[src/design/address_netmask_access_list_assert.svh]
// assertion macros used by the access list top level
`ifndef ADDRESS_NETMASK_ACCESS_LIST_ASSERT_SVH
`define ADDRESS_NETMASK_ACCESS_LIST_ASSERT_SVH

// consequent holds in the same cycle as the antecedent
`define ANACL_ASSERT_SAME(label, clk, rst, ante, cons, msg) \
   label: assert property (@(posedge clk) disable iff (rst) (ante) |-> (cons)) \
      else $error(msg);

// consequent holds in the cycle after the antecedent
`define ANACL_ASSERT_NEXT(label, clk, rst, ante, cons, msg) \
   label: assert property (@(posedge clk) disable iff (rst) (ante) |=> (cons)) \
      else $error(msg);

`endif

[src/design/anacl_pkg.sv]
// types and constants of the address/netmask access list
package anacl_pkg;

   localparam int DEFAULT_TABLE_ENTRIES = 16;
   localparam int MODE_W                = 2;
   localparam int FAMILY_W              = 2;
   localparam int ADDR_W                = 64;
   localparam int ENTRY_COUNT_W         = 5;

   localparam logic [MODE_W-1:0] MODE_CLEAR = 2'd0;
   localparam logic [MODE_W-1:0] MODE_ADD   = 2'd1;
   localparam logic [MODE_W-1:0] MODE_CHECK = 2'd2;

   localparam logic [FAMILY_W-1:0] FAMILY_V4 = 2'd0;
   localparam logic [FAMILY_W-1:0] FAMILY_V6 = 2'd1;

   // ::ffff:a.b.c.d marker in bits 47..32 of the low half
   localparam logic [15:0] V4MAPPED_TAG = 16'hFFFF;

   typedef struct packed {
      logic              is_ipv6;
      logic [ADDR_W-1:0] address_high;
      logic [ADDR_W-1:0] address_low;
      logic [ADDR_W-1:0] mask_high;
      logic [ADDR_W-1:0] mask_low;
   } entry_type;

   typedef struct packed {
      logic [FAMILY_W-1:0] family;
      logic [ADDR_W-1:0]   address_high;
      logic [ADDR_W-1:0]   address_low;
   } client_type;

   typedef enum logic [1:0] {
      ST_IDLE,
      ST_SCAN,
      ST_DONE
   } state_type;

endpackage

[src/design/anacl_req_if.sv]
// request channel: one clear, add or check beat
interface anacl_req_if import anacl_pkg::*; ();
   logic                valid;
   logic                ready;
   logic [MODE_W-1:0]   mode;
   logic [FAMILY_W-1:0] family;
   logic [ADDR_W-1:0]   address_high;
   logic [ADDR_W-1:0]   address_low;
   logic [ADDR_W-1:0]   netmask_high;
   logic [ADDR_W-1:0]   netmask_low;

   modport source (
      output valid, mode, family, address_high, address_low, netmask_high, netmask_low,
      input  ready
   );
   modport sink (
      input  valid, mode, family, address_high, address_low, netmask_high, netmask_low,
      output ready
   );
endinterface

[src/design/anacl_rsp_if.sv]
// response channel: one result beat per request
interface anacl_rsp_if import anacl_pkg::*; ();
   logic                     valid;
   logic                     ready;
   logic                     permit;
   logic                     add_rejected;
   logic [ENTRY_COUNT_W-1:0] entry_count;

   modport source (
      output valid, permit, add_rejected, entry_count,
      input  ready
   );
   modport sink (
      input  valid, permit, add_rejected, entry_count,
      output ready
   );
endinterface

[src/design/anacl_ram.sv]
// generic single write port ram with registered read
module anacl_ram #(
   parameter int WIDTH = 1,
   parameter int DEPTH = 2
) (
   input  logic                                      clock,
   input  logic                                      wr_en,
   input  logic [(DEPTH > 1 ? $clog2(DEPTH) : 1)-1:0] wr_addr,
   input  logic [WIDTH-1:0]                          wr_data,
   input  logic                                      rd_en,
   input  logic [(DEPTH > 1 ? $clog2(DEPTH) : 1)-1:0] rd_addr,
   output logic [WIDTH-1:0]                          rd_data
);

   logic [WIDTH-1:0] mem_ff [DEPTH];
   logic [WIDTH-1:0] rd_data_ff;

   // write port
   always_ff @(posedge clock) begin
      if (wr_en) begin
         mem_ff[wr_addr] <= wr_data;
      end
   end

   // registered read port
   always_ff @(posedge clock) begin
      if (rd_en) begin
         rd_data_ff <= mem_ff[rd_addr];
      end
   end

   assign rd_data = rd_data_ff;

endmodule

[src/design/anacl_match.sv]
// compares one stored entry against the client address under the entry mask
module anacl_match import anacl_pkg::*; (
   input  entry_type  entry,
   input  client_type client,
   output logic       hit
);

   logic mapped;
   logic v4_hit;
   logic v6_hit;

   // ipv4-mapped ipv6 client: upper half zero, ffff tag above the v4 address
   assign mapped = (client.address_high == '0) &&
                   (client.address_low[ADDR_W-1:48] == '0) &&
                   (client.address_low[47:32] == V4MAPPED_TAG);

   // masked compares
   assign v4_hit = ((client.address_low[31:0] & entry.mask_low[31:0]) ==
                    (entry.address_low[31:0] & entry.mask_low[31:0]));
   assign v6_hit = ((client.address_high & entry.mask_high) ==
                    (entry.address_high & entry.mask_high)) &&
                   ((client.address_low & entry.mask_low) ==
                    (entry.address_low & entry.mask_low));

   // family rules
   always_comb begin
      case (client.family)
         FAMILY_V4: hit = !entry.is_ipv6 && v4_hit;
         FAMILY_V6: hit = entry.is_ipv6 ? v6_hit : (mapped && v4_hit);
         default:   hit = 1'b0;
      endcase
   end

endmodule

[src/design/address_netmask_access_list.sv]
// top level: access list controller, entry ram and scan compare
// clear, add, unused mode and checks needing no scan: the done state loads the result
// into the output register; check with a scan: one ram read per cycle from entry 0,
// ending early on a hit, then the done state; the next beat is taken once the
// result is in the output register, which holds it while the sink stalls
// reset empties the list at once through the fill count; the ram is not swept
`include "address_netmask_access_list_assert.svh"

module address_netmask_access_list import anacl_pkg::*; #(
   parameter int TABLE_ENTRIES = DEFAULT_TABLE_ENTRIES
) (
   input  logic               clock,
   input  logic               reset,
   anacl_req_if.sink          req_chan,
   anacl_rsp_if.source        rsp_chan
);

   localparam int IDX_W   = (TABLE_ENTRIES > 1) ? $clog2(TABLE_ENTRIES) : 1;
   localparam int CNT_W   = $clog2(TABLE_ENTRIES + 1);
   localparam int ENTRY_W = $bits(entry_type);

   state_type                state_ff, state_in;
   logic [CNT_W-1:0]         count_ff, count_in;
   client_type               client_ff, client_in;
   logic [IDX_W-1:0]         rd_idx_ff, rd_idx_in;
   logic                     issue_done_ff, issue_done_in;
   logic                     rd_pend_ff, rd_pend_in;
   logic                     rd_last_ff, rd_last_in;
   logic                     res_permit_ff, res_permit_in;
   logic                     res_rejected_ff, res_rejected_in;
   logic                     rsp_valid_ff, rsp_valid_in;
   logic                     rsp_permit_ff, rsp_permit_in;
   logic                     rsp_rejected_ff, rsp_rejected_in;
   logic [ENTRY_COUNT_W-1:0] rsp_count_ff, rsp_count_in;

   logic                     req_ready;
   logic                     req_accept;
   logic                     rsp_free;
   logic                     family_ok;
   logic                     table_full;
   logic                     table_empty;
   logic                     add_ok;
   logic                     last_issue;
   logic                     scan_hit;
   logic                     scan_end;
   logic                     ram_wr_en;
   logic                     ram_rd_en;
   entry_type                wr_entry;
   entry_type                rd_entry;
   logic [ENTRY_W-1:0]       ram_rd_data;

   // handshake and list status
   assign req_accept  = req_chan.valid && req_ready;
   assign rsp_free    = !rsp_valid_ff || rsp_chan.ready;
   assign family_ok   = (req_chan.family == FAMILY_V4) || (req_chan.family == FAMILY_V6);
   assign table_full  = (count_ff == CNT_W'(TABLE_ENTRIES));
   assign table_empty = (count_ff == '0);
   assign add_ok      = !table_full && family_ok;
   assign last_issue  = ((CNT_W'(rd_idx_ff) + CNT_W'(1)) == count_ff);
   assign scan_end    = rd_pend_ff && (scan_hit || rd_last_ff);

   // entry as stored: ipv4 keeps the low 32 bits of address and mask only
   always_comb begin
      wr_entry.is_ipv6 = (req_chan.family == FAMILY_V6);
      if (req_chan.family == FAMILY_V6) begin
         wr_entry.address_high = req_chan.address_high;
         wr_entry.address_low  = req_chan.address_low;
         wr_entry.mask_high    = req_chan.netmask_high;
         wr_entry.mask_low     = req_chan.netmask_low;
      end else begin
         wr_entry.address_high = '0;
         wr_entry.address_low  = {{(ADDR_W-32){1'b0}}, req_chan.address_low[31:0]};
         wr_entry.mask_high    = '0;
         wr_entry.mask_low     = {{(ADDR_W-32){1'b0}}, req_chan.netmask_low[31:0]};
      end
   end

   // entry store; a write happens only on an add beat and reads only while
   // scanning a later check, so read and write of one entry never overlap
   anacl_ram #(
      .WIDTH (ENTRY_W),
      .DEPTH (TABLE_ENTRIES)
   ) u_ram (
      .clock   (clock),
      .wr_en   (ram_wr_en),
      .wr_addr (count_ff[IDX_W-1:0]),
      .wr_data (wr_entry),
      .rd_en   (ram_rd_en),
      .rd_addr (rd_idx_ff),
      .rd_data (ram_rd_data)
   );

   assign rd_entry = ram_rd_data;

   // compare of the entry read last cycle
   anacl_match u_match (
      .entry  (rd_entry),
      .client (client_ff),
      .hit    (scan_hit)
   );

   // next state
   always_comb begin
      state_in = state_ff;
      unique case (state_ff)
         ST_IDLE: begin
            if (req_accept) begin
               if (req_chan.mode == MODE_CHECK && !table_empty && family_ok) begin
                  state_in = ST_SCAN;
               end else begin
                  state_in = ST_DONE;
               end
            end
         end
         ST_SCAN: begin
            if (scan_end) begin
               state_in = ST_DONE;
            end
         end
         ST_DONE: begin
            if (rsp_free) begin
               state_in = ST_IDLE;
            end
         end
         default: state_in = ST_IDLE;
      endcase
   end

   // state outputs
   always_comb begin
      req_ready = 1'b0;
      ram_wr_en = 1'b0;
      ram_rd_en = 1'b0;
      unique case (state_ff)
         ST_IDLE: begin
            req_ready = 1'b1;
            ram_wr_en = req_chan.valid && (req_chan.mode == MODE_ADD) && add_ok;
         end
         ST_SCAN: ram_rd_en = !issue_done_ff;
         ST_DONE: ;
         default: ;
      endcase
   end

   // datapath next values
   always_comb begin
      count_in        = count_ff;
      client_in       = client_ff;
      rd_idx_in       = rd_idx_ff;
      issue_done_in   = issue_done_ff;
      rd_pend_in      = 1'b0;
      rd_last_in      = rd_last_ff;
      res_permit_in   = res_permit_ff;
      res_rejected_in = res_rejected_ff;
      rsp_valid_in    = rsp_valid_ff && !rsp_chan.ready;
      rsp_permit_in   = rsp_permit_ff;
      rsp_rejected_in = rsp_rejected_ff;
      rsp_count_in    = rsp_count_ff;

      // decode of an accepted beat
      if (req_accept) begin
         res_permit_in   = 1'b0;
         res_rejected_in = 1'b0;
         case (req_chan.mode)
            MODE_CLEAR: count_in = '0;
            MODE_ADD: begin
               if (add_ok) begin
                  count_in = count_ff + CNT_W'(1);
               end
               res_rejected_in = !add_ok;
            end
            MODE_CHECK: begin
               client_in.family       = req_chan.family;
               client_in.address_high = req_chan.address_high;
               client_in.address_low  = req_chan.address_low;
               res_permit_in          = table_empty;
               rd_idx_in              = '0;
               issue_done_in          = 1'b0;
            end
            default: ;
         endcase
      end

      // scan: issue one read a cycle, judge the entry that comes back
      if (state_ff == ST_SCAN) begin
         if (ram_rd_en) begin
            rd_idx_in     = rd_idx_ff + IDX_W'(1);
            issue_done_in = last_issue;
            rd_last_in    = last_issue;
         end
         rd_pend_in = ram_rd_en && !scan_end;
         if (scan_end) begin
            res_permit_in = scan_hit;
         end
      end

      // load the output register
      if (state_ff == ST_DONE && rsp_free) begin
         rsp_valid_in    = 1'b1;
         rsp_permit_in   = res_permit_ff;
         rsp_rejected_in = res_rejected_ff;
         rsp_count_in    = ENTRY_COUNT_W'(count_ff);
      end
   end

   // control registers
   always_ff @(posedge clock) begin
      if (reset) begin
         state_ff      <= ST_IDLE;
         count_ff      <= '0;
         issue_done_ff <= 1'b0;
         rd_pend_ff    <= 1'b0;
         rsp_valid_ff  <= 1'b0;
      end else begin
         state_ff      <= state_in;
         count_ff      <= count_in;
         issue_done_ff <= issue_done_in;
         rd_pend_ff    <= rd_pend_in;
         rsp_valid_ff  <= rsp_valid_in;
      end
   end

   // payload registers
   always_ff @(posedge clock) begin
      client_ff       <= client_in;
      rd_idx_ff       <= rd_idx_in;
      rd_last_ff      <= rd_last_in;
      res_permit_ff   <= res_permit_in;
      res_rejected_ff <= res_rejected_in;
      rsp_permit_ff   <= rsp_permit_in;
      rsp_rejected_ff <= rsp_rejected_in;
      rsp_count_ff    <= rsp_count_in;
   end

   // ports
   assign req_chan.ready        = req_ready;
   assign rsp_chan.valid        = rsp_valid_ff;
   assign rsp_chan.permit       = rsp_permit_ff;
   assign rsp_chan.add_rejected = rsp_rejected_ff;
   assign rsp_chan.entry_count  = rsp_count_ff;

   // checks
   `ANACL_ASSERT_SAME(a_write_has_room, clock, reset, ram_wr_en, count_ff < CNT_W'(TABLE_ENTRIES), "add wrote past the list end")
   `ANACL_ASSERT_NEXT(a_clear_empties, clock, reset, req_accept && req_chan.mode == MODE_CLEAR, count_ff == '0, "clear left entries")
   `ANACL_ASSERT_SAME(a_scan_needs_entries, clock, reset, state_ff == ST_SCAN, count_ff != '0, "scan of an empty list")
   `ANACL_ASSERT_NEXT(a_empty_check_permits, clock, reset, req_accept && req_chan.mode == MODE_CHECK && count_ff == '0, state_ff == ST_DONE && res_permit_ff, "empty list check not permitted")

endmodule

[src/flat_wrapper.sv]
// flat-port wrapper written by rule: the top's interface ports become plain ports
module address_netmask_access_list_flat import anacl_pkg::*;
#(
   parameter int TABLE_ENTRIES = DEFAULT_TABLE_ENTRIES
)
  (clock, reset, req_chan_valid, req_chan_mode, req_chan_family, req_chan_address_high, req_chan_address_low, req_chan_netmask_high, req_chan_netmask_low, req_chan_ready, rsp_chan_valid, rsp_chan_permit, rsp_chan_add_rejected, rsp_chan_entry_count, rsp_chan_ready);
  anacl_req_if req_chan_i ();
  anacl_rsp_if rsp_chan_i ();
  input  logic clock;
  input  logic reset;
  input wire logic [$bits(req_chan_i.valid)-1:0] req_chan_valid;
  input wire logic [$bits(req_chan_i.mode)-1:0] req_chan_mode;
  input wire logic [$bits(req_chan_i.family)-1:0] req_chan_family;
  input wire logic [$bits(req_chan_i.address_high)-1:0] req_chan_address_high;
  input wire logic [$bits(req_chan_i.address_low)-1:0] req_chan_address_low;
  input wire logic [$bits(req_chan_i.netmask_high)-1:0] req_chan_netmask_high;
  input wire logic [$bits(req_chan_i.netmask_low)-1:0] req_chan_netmask_low;
  output wire logic [$bits(req_chan_i.ready)-1:0] req_chan_ready;
  output wire logic [$bits(rsp_chan_i.valid)-1:0] rsp_chan_valid;
  output wire logic [$bits(rsp_chan_i.permit)-1:0] rsp_chan_permit;
  output wire logic [$bits(rsp_chan_i.add_rejected)-1:0] rsp_chan_add_rejected;
  output wire logic [$bits(rsp_chan_i.entry_count)-1:0] rsp_chan_entry_count;
  input wire logic [$bits(rsp_chan_i.ready)-1:0] rsp_chan_ready;
  assign req_chan_i.valid = req_chan_valid;
  assign req_chan_i.mode = req_chan_mode;
  assign req_chan_i.family = req_chan_family;
  assign req_chan_i.address_high = req_chan_address_high;
  assign req_chan_i.address_low = req_chan_address_low;
  assign req_chan_i.netmask_high = req_chan_netmask_high;
  assign req_chan_i.netmask_low = req_chan_netmask_low;
  assign req_chan_ready = req_chan_i.ready;
  assign rsp_chan_valid = rsp_chan_i.valid;
  assign rsp_chan_permit = rsp_chan_i.permit;
  assign rsp_chan_add_rejected = rsp_chan_i.add_rejected;
  assign rsp_chan_entry_count = rsp_chan_i.entry_count;
  assign rsp_chan_i.ready = rsp_chan_ready;
  address_netmask_access_list #(.TABLE_ENTRIES(TABLE_ENTRIES)) u_core (.clock(clock), .reset(reset), .req_chan(req_chan_i), .rsp_chan(rsp_chan_i));
endmodule
[config.mk]
export PLATFORM = sky130hd
export DESIGN_NAME = address_netmask_access_list_flat
export DESIGN_NICKNAME = d
export VERILOG_FILES = /design/src/design/anacl_pkg.sv /design/src/design/anacl_req_if.sv /design/src/design/anacl_rsp_if.sv /design/src/design/anacl_ram.sv /design/src/design/anacl_match.sv /design/src/design/address_netmask_access_list.sv /design/src/flat_wrapper.sv
export VERILOG_INCLUDE_DIRS = /design/src /design/src/design
export SDC_FILE = /design/constraint.sdc
export NUM_CORES = 2
export LEC_CHECK = 0
export BUFFER_PORTS_ARGS = -buffer_cell sky130_fd_sc_hd__buf_2
export CAP_MARGIN = 20
export CORE_MARGIN = 2
export CORE_UTILIZATION = 60
export DETAILED_ROUTE_END_ITERATION = 10
export PLACE_DENSITY_LB_ADDON = 0.1
export SYNTH_ARGS = -nofsm -noshare
export SYNTH_HDL_FRONTEND = slang
export SYNTH_HIERARCHICAL = 1
export SYNTH_MEMORY_MAX_BITS = 65536
export SYNTH_SLANG_ARGS = --single-unit
[constraint.sdc]
create_clock -name clock -period 28.6 [get_ports clock]
set_input_delay 1.43 -clock clock [delete_from_list [all_inputs] [get_ports clock]]
set_output_delay 1.43 -clock clock [all_outputs]
set_load 0.02 [all_outputs]
==> results.tsv <==
metric	value	unit
fin_crit_sh	0.217	
io_pins	273	
synth_cell_types	58	
synth.top_cell.area_share	0.795	
setup_violations	0	
period_needed	6.19	ns
synth_largest_area_cell	edfxtp_1	
ant_nets	0	
die_x	537	um
num_vias	81900	
row_count	195	
wire_per_inst	36.4	um
grt_max_degree	141	
pwr-share-clk	0.435	
first_pass_iters	6	
place_ws	21.71	ns
r2r_start	u_core/count_ff[0]	
drive_gt1_frac	0.267	
instances_no_fill	12000	
nets	8138	
hold_depth	0	
core-area	282000	um2
worstHoldStart	u_core/res_rejected_ff	
path_buf_inv	5	
synthTopCellsByArea	edfxtp_1 (80%), mux4_2 (13%), a22oi_1 (2.2%), and2_1 (0.72%), xor2_1 (0.68%)	
h-tree-depth	5	
die_h	537	um
max_freq	161	MHz
place_inst	11200	
synthArstFlopShare	0	
fin_worst_skew	0.0554	ns
synthesis.nets	7639	
ctsResizeCount	0	
synth-seq-area-share	0.797	
routed_wl	437	mm
gp_congestion	0.823	
dp.final_hpwl	241	mm
drc	0	
p_comb_frac	0.024	
cpMostUsedCell	buf_4	
areaGrowthSynthToFinish	12.1	%
r2r_cells	10	
die_area	288000	um2
yosysWarnings	6	
start_util	0.603	
status	completed	
syn_avg_cell_area	23.1	um2
cts_buffers	440	
vias_per_cell	6.82	
synth_area	170000	um2
worst_pin_slew	1.20	ns
leakage	59.3	nW
seqPwrFrac	0.541	
endpoint_kind	register	
antenna_found_initial	60	
p_sw_frac	0.199	
postCtsHoldBufs	0	
cp_slowest_cell	buf_4	
synth_cells	7372	
hold_violations	0	
cts_buffer_depth	4	
clock-sinks	4523	
internal_power	0.0108	W
holdPathEnd	u_core/rsp_chan.add_rejected	
crit_family	buffers and inverters	
setup_tns	0	ns
hold_class	reg2reg	
grt_pass1_wl	614	mm
dr_wl_met3	46.0	mm
overflow	0	
cpPeakStageDelay	0.88	ns
switching_power	0.00268	W
cts-root-buf	clkbuf_16	
reg2reg_to	u_core/u_ram/mem_ff[5][181]	
path_max_fanout	46	
critPathKind	reg2reg	
p_per_area	70.7	nW/um2
rsz0062_at_grt	false	
yosysMostFrequentCell	edfxtp_1	
fill_cells	17500	
synth_edf_count	4508	
whs	0.436	ns
clock_latency	0.98	ns
synthTopCellsByCount	edfxtp_1 (4,508), mux4_2 (974), a22oi_1 (508), nand2_1 (213), and2_1 (195)	
synthFlopType	edfxtp_1	
wl_met2	210	mm
drv_slew	0	
cp.arrival	6.75	ns
synth_seq_cells	4523	
maxUsedRoutingLayer	met5	
tritoncts	done	
dr.first_iter.drc_count	12100	
first_global_vias	81400	
grt_use_total	0.306	
slew_headroom	0.200	
r2r_slack	22.41	ns
cp.required	29.16	ns
drv_cap	0	
layout_setup_ws	22.41	ns
path_cells	inv_1, ha_1, and4bb_2, nor4b_4, nand3b_1, nor2_4, buf_4, buf_4, buf_4, buf_4	
cp-start-kind	register	
clk_pin_slew	0.06	ns
multi_input_area	32700	um2
ir_drop	0.0657	mV
sequential_cell_area	136000	um2
postCtsSetupBuffers	0	
portBuffers	272	
wl_met1	170	mm
[worst reg2reg max path, stage by stage (launching register included)]
cell and delay [ns]:
dfxtp_1 0.65, inv_1 0.13, ha_1 0.24, and4bb_2 0.26
nor4b_4 0.45, nand3b_1 0.39, nor2_4 0.21, buf_4 0.73
buf_4 0.88, buf_4 0.91, buf_4 0.92
[state kept, by name, summed over array words and instances, names as in the netlist]
register and cells:
u_core/res_permit_ff 1, u_core/rd_pend_ff 1, u_core/rsp_chan.permit 1, u_core/issue_done_ff 1, u_core/u_ram/rd_data 257, u_core/rsp_chan.add_rejected 1, u_core/res_rejected_ff 1, u_core/rd_last_ff 1
u_core/rd_idx_ff 4, u_core/count_ff 5, u_core/u_ram/mem_ff 4112, u_core/state_ff 2, u_core/rsp_chan.entry_count 5, u_core/rsp_chan.valid 1, u_core/client_ff 130
[power by group through the flow]
stage,Combinational [W],Clock (W),Sequential (W)
after floorplan,0.000190,0,0.00744
after global placement,0.000314,0,0.00743
after detailed placement,0.000322,0,0.00743
after CTS,0.000323,0.00594,0.00729
after global routing,0.000343,0.00620,0.00729
final,0.000322,0.00587,0.00729
[routing by layer]
layer,global-route usage,vias to the layer above
li1,-,32400
met1,0.454,44300
met2,0.477,4695
met3,0.0624,600
met4,0.0759,14
met5,0,-
[cells in the final DEF (no fill, tap or decap), types with 115 or more instances in the layout]
cell       Yosys  final
mux4_2       974    974
nand2_1      213    213
a22oi_1      508    508
buf_2        136    272
clkinv_1       0    115
edfxtp_1    4508   4508
buf_4         13    141
clkbuf_16      0    446
xor2_1       133    131
and2_1       195    193
[stage by stage]
stage                      util  power [W]  area (um2)
after global placement    0.623    0.00775      176000
after detailed placement  0.623    0.00776      176000
final                     0.676     0.0135      191000
after floorplan               -    0.00763      170000
after CTS                 0.676     0.0136      191000
after global routing      0.676     0.0138      191000
[worst max path at each step]
stage	from	end	slack [ns]	cells past startpoint
finish	u_core/count_ff[0]	u_core/u_ram/mem_ff[5][181]	22.41	10
global route	u_core/count_ff[0]	u_core/u_ram/mem_ff[5][181]	22.20	10
CTS	u_core/count_ff[0]	u_core/u_ram/mem_ff[5][181]	22.46	10
detailed placement	req_chan_mode[1]	u_core/u_ram/mem_ff[5][250]	21.71	9
global placement	req_chan_mode[1]	u_core/u_ram/mem_ff[5][250]	21.70	9
floorplan	req_chan_mode[1]	u_core/u_ram/mem_ff[0][0]	7.33	4
[logic make-up (layout without fill, tap and decap cells)]
| kind of cell | Yosys count | in the layout | share of synthesized area |
|---|---|---|---|
| compound gates | 625 | 625 | 0.0276 |
| xor+xnor | 137 | 137 | 0.00714 |
| fa+ha+maj | 3 | 3 | 0.000221 |
| buf+inv | 387 | 1276 | 0.0121 |
| flops | 4523 | 4523 | 0.797 |
| mux | 1112 | 1112 | 0.138 |
| other cells | 0 | 19 | 0 |
| simple gates | 585 | 585 | 0.0183 |
[area by class of cell]
class | count | share of cell area
inverter | 8 | 0.000197
timing repair buffer | 436 | 0.0150
tap | 3743 | 0.0245
antenna | 19 | 0.000249
multi-input combinational | 2462 | 0.172
clock buffer | 518 | 0.0599
clock inverter | 314 | 0.0174
sequential | 4523 | 0.711
Power figures use the tool's default switching activity.
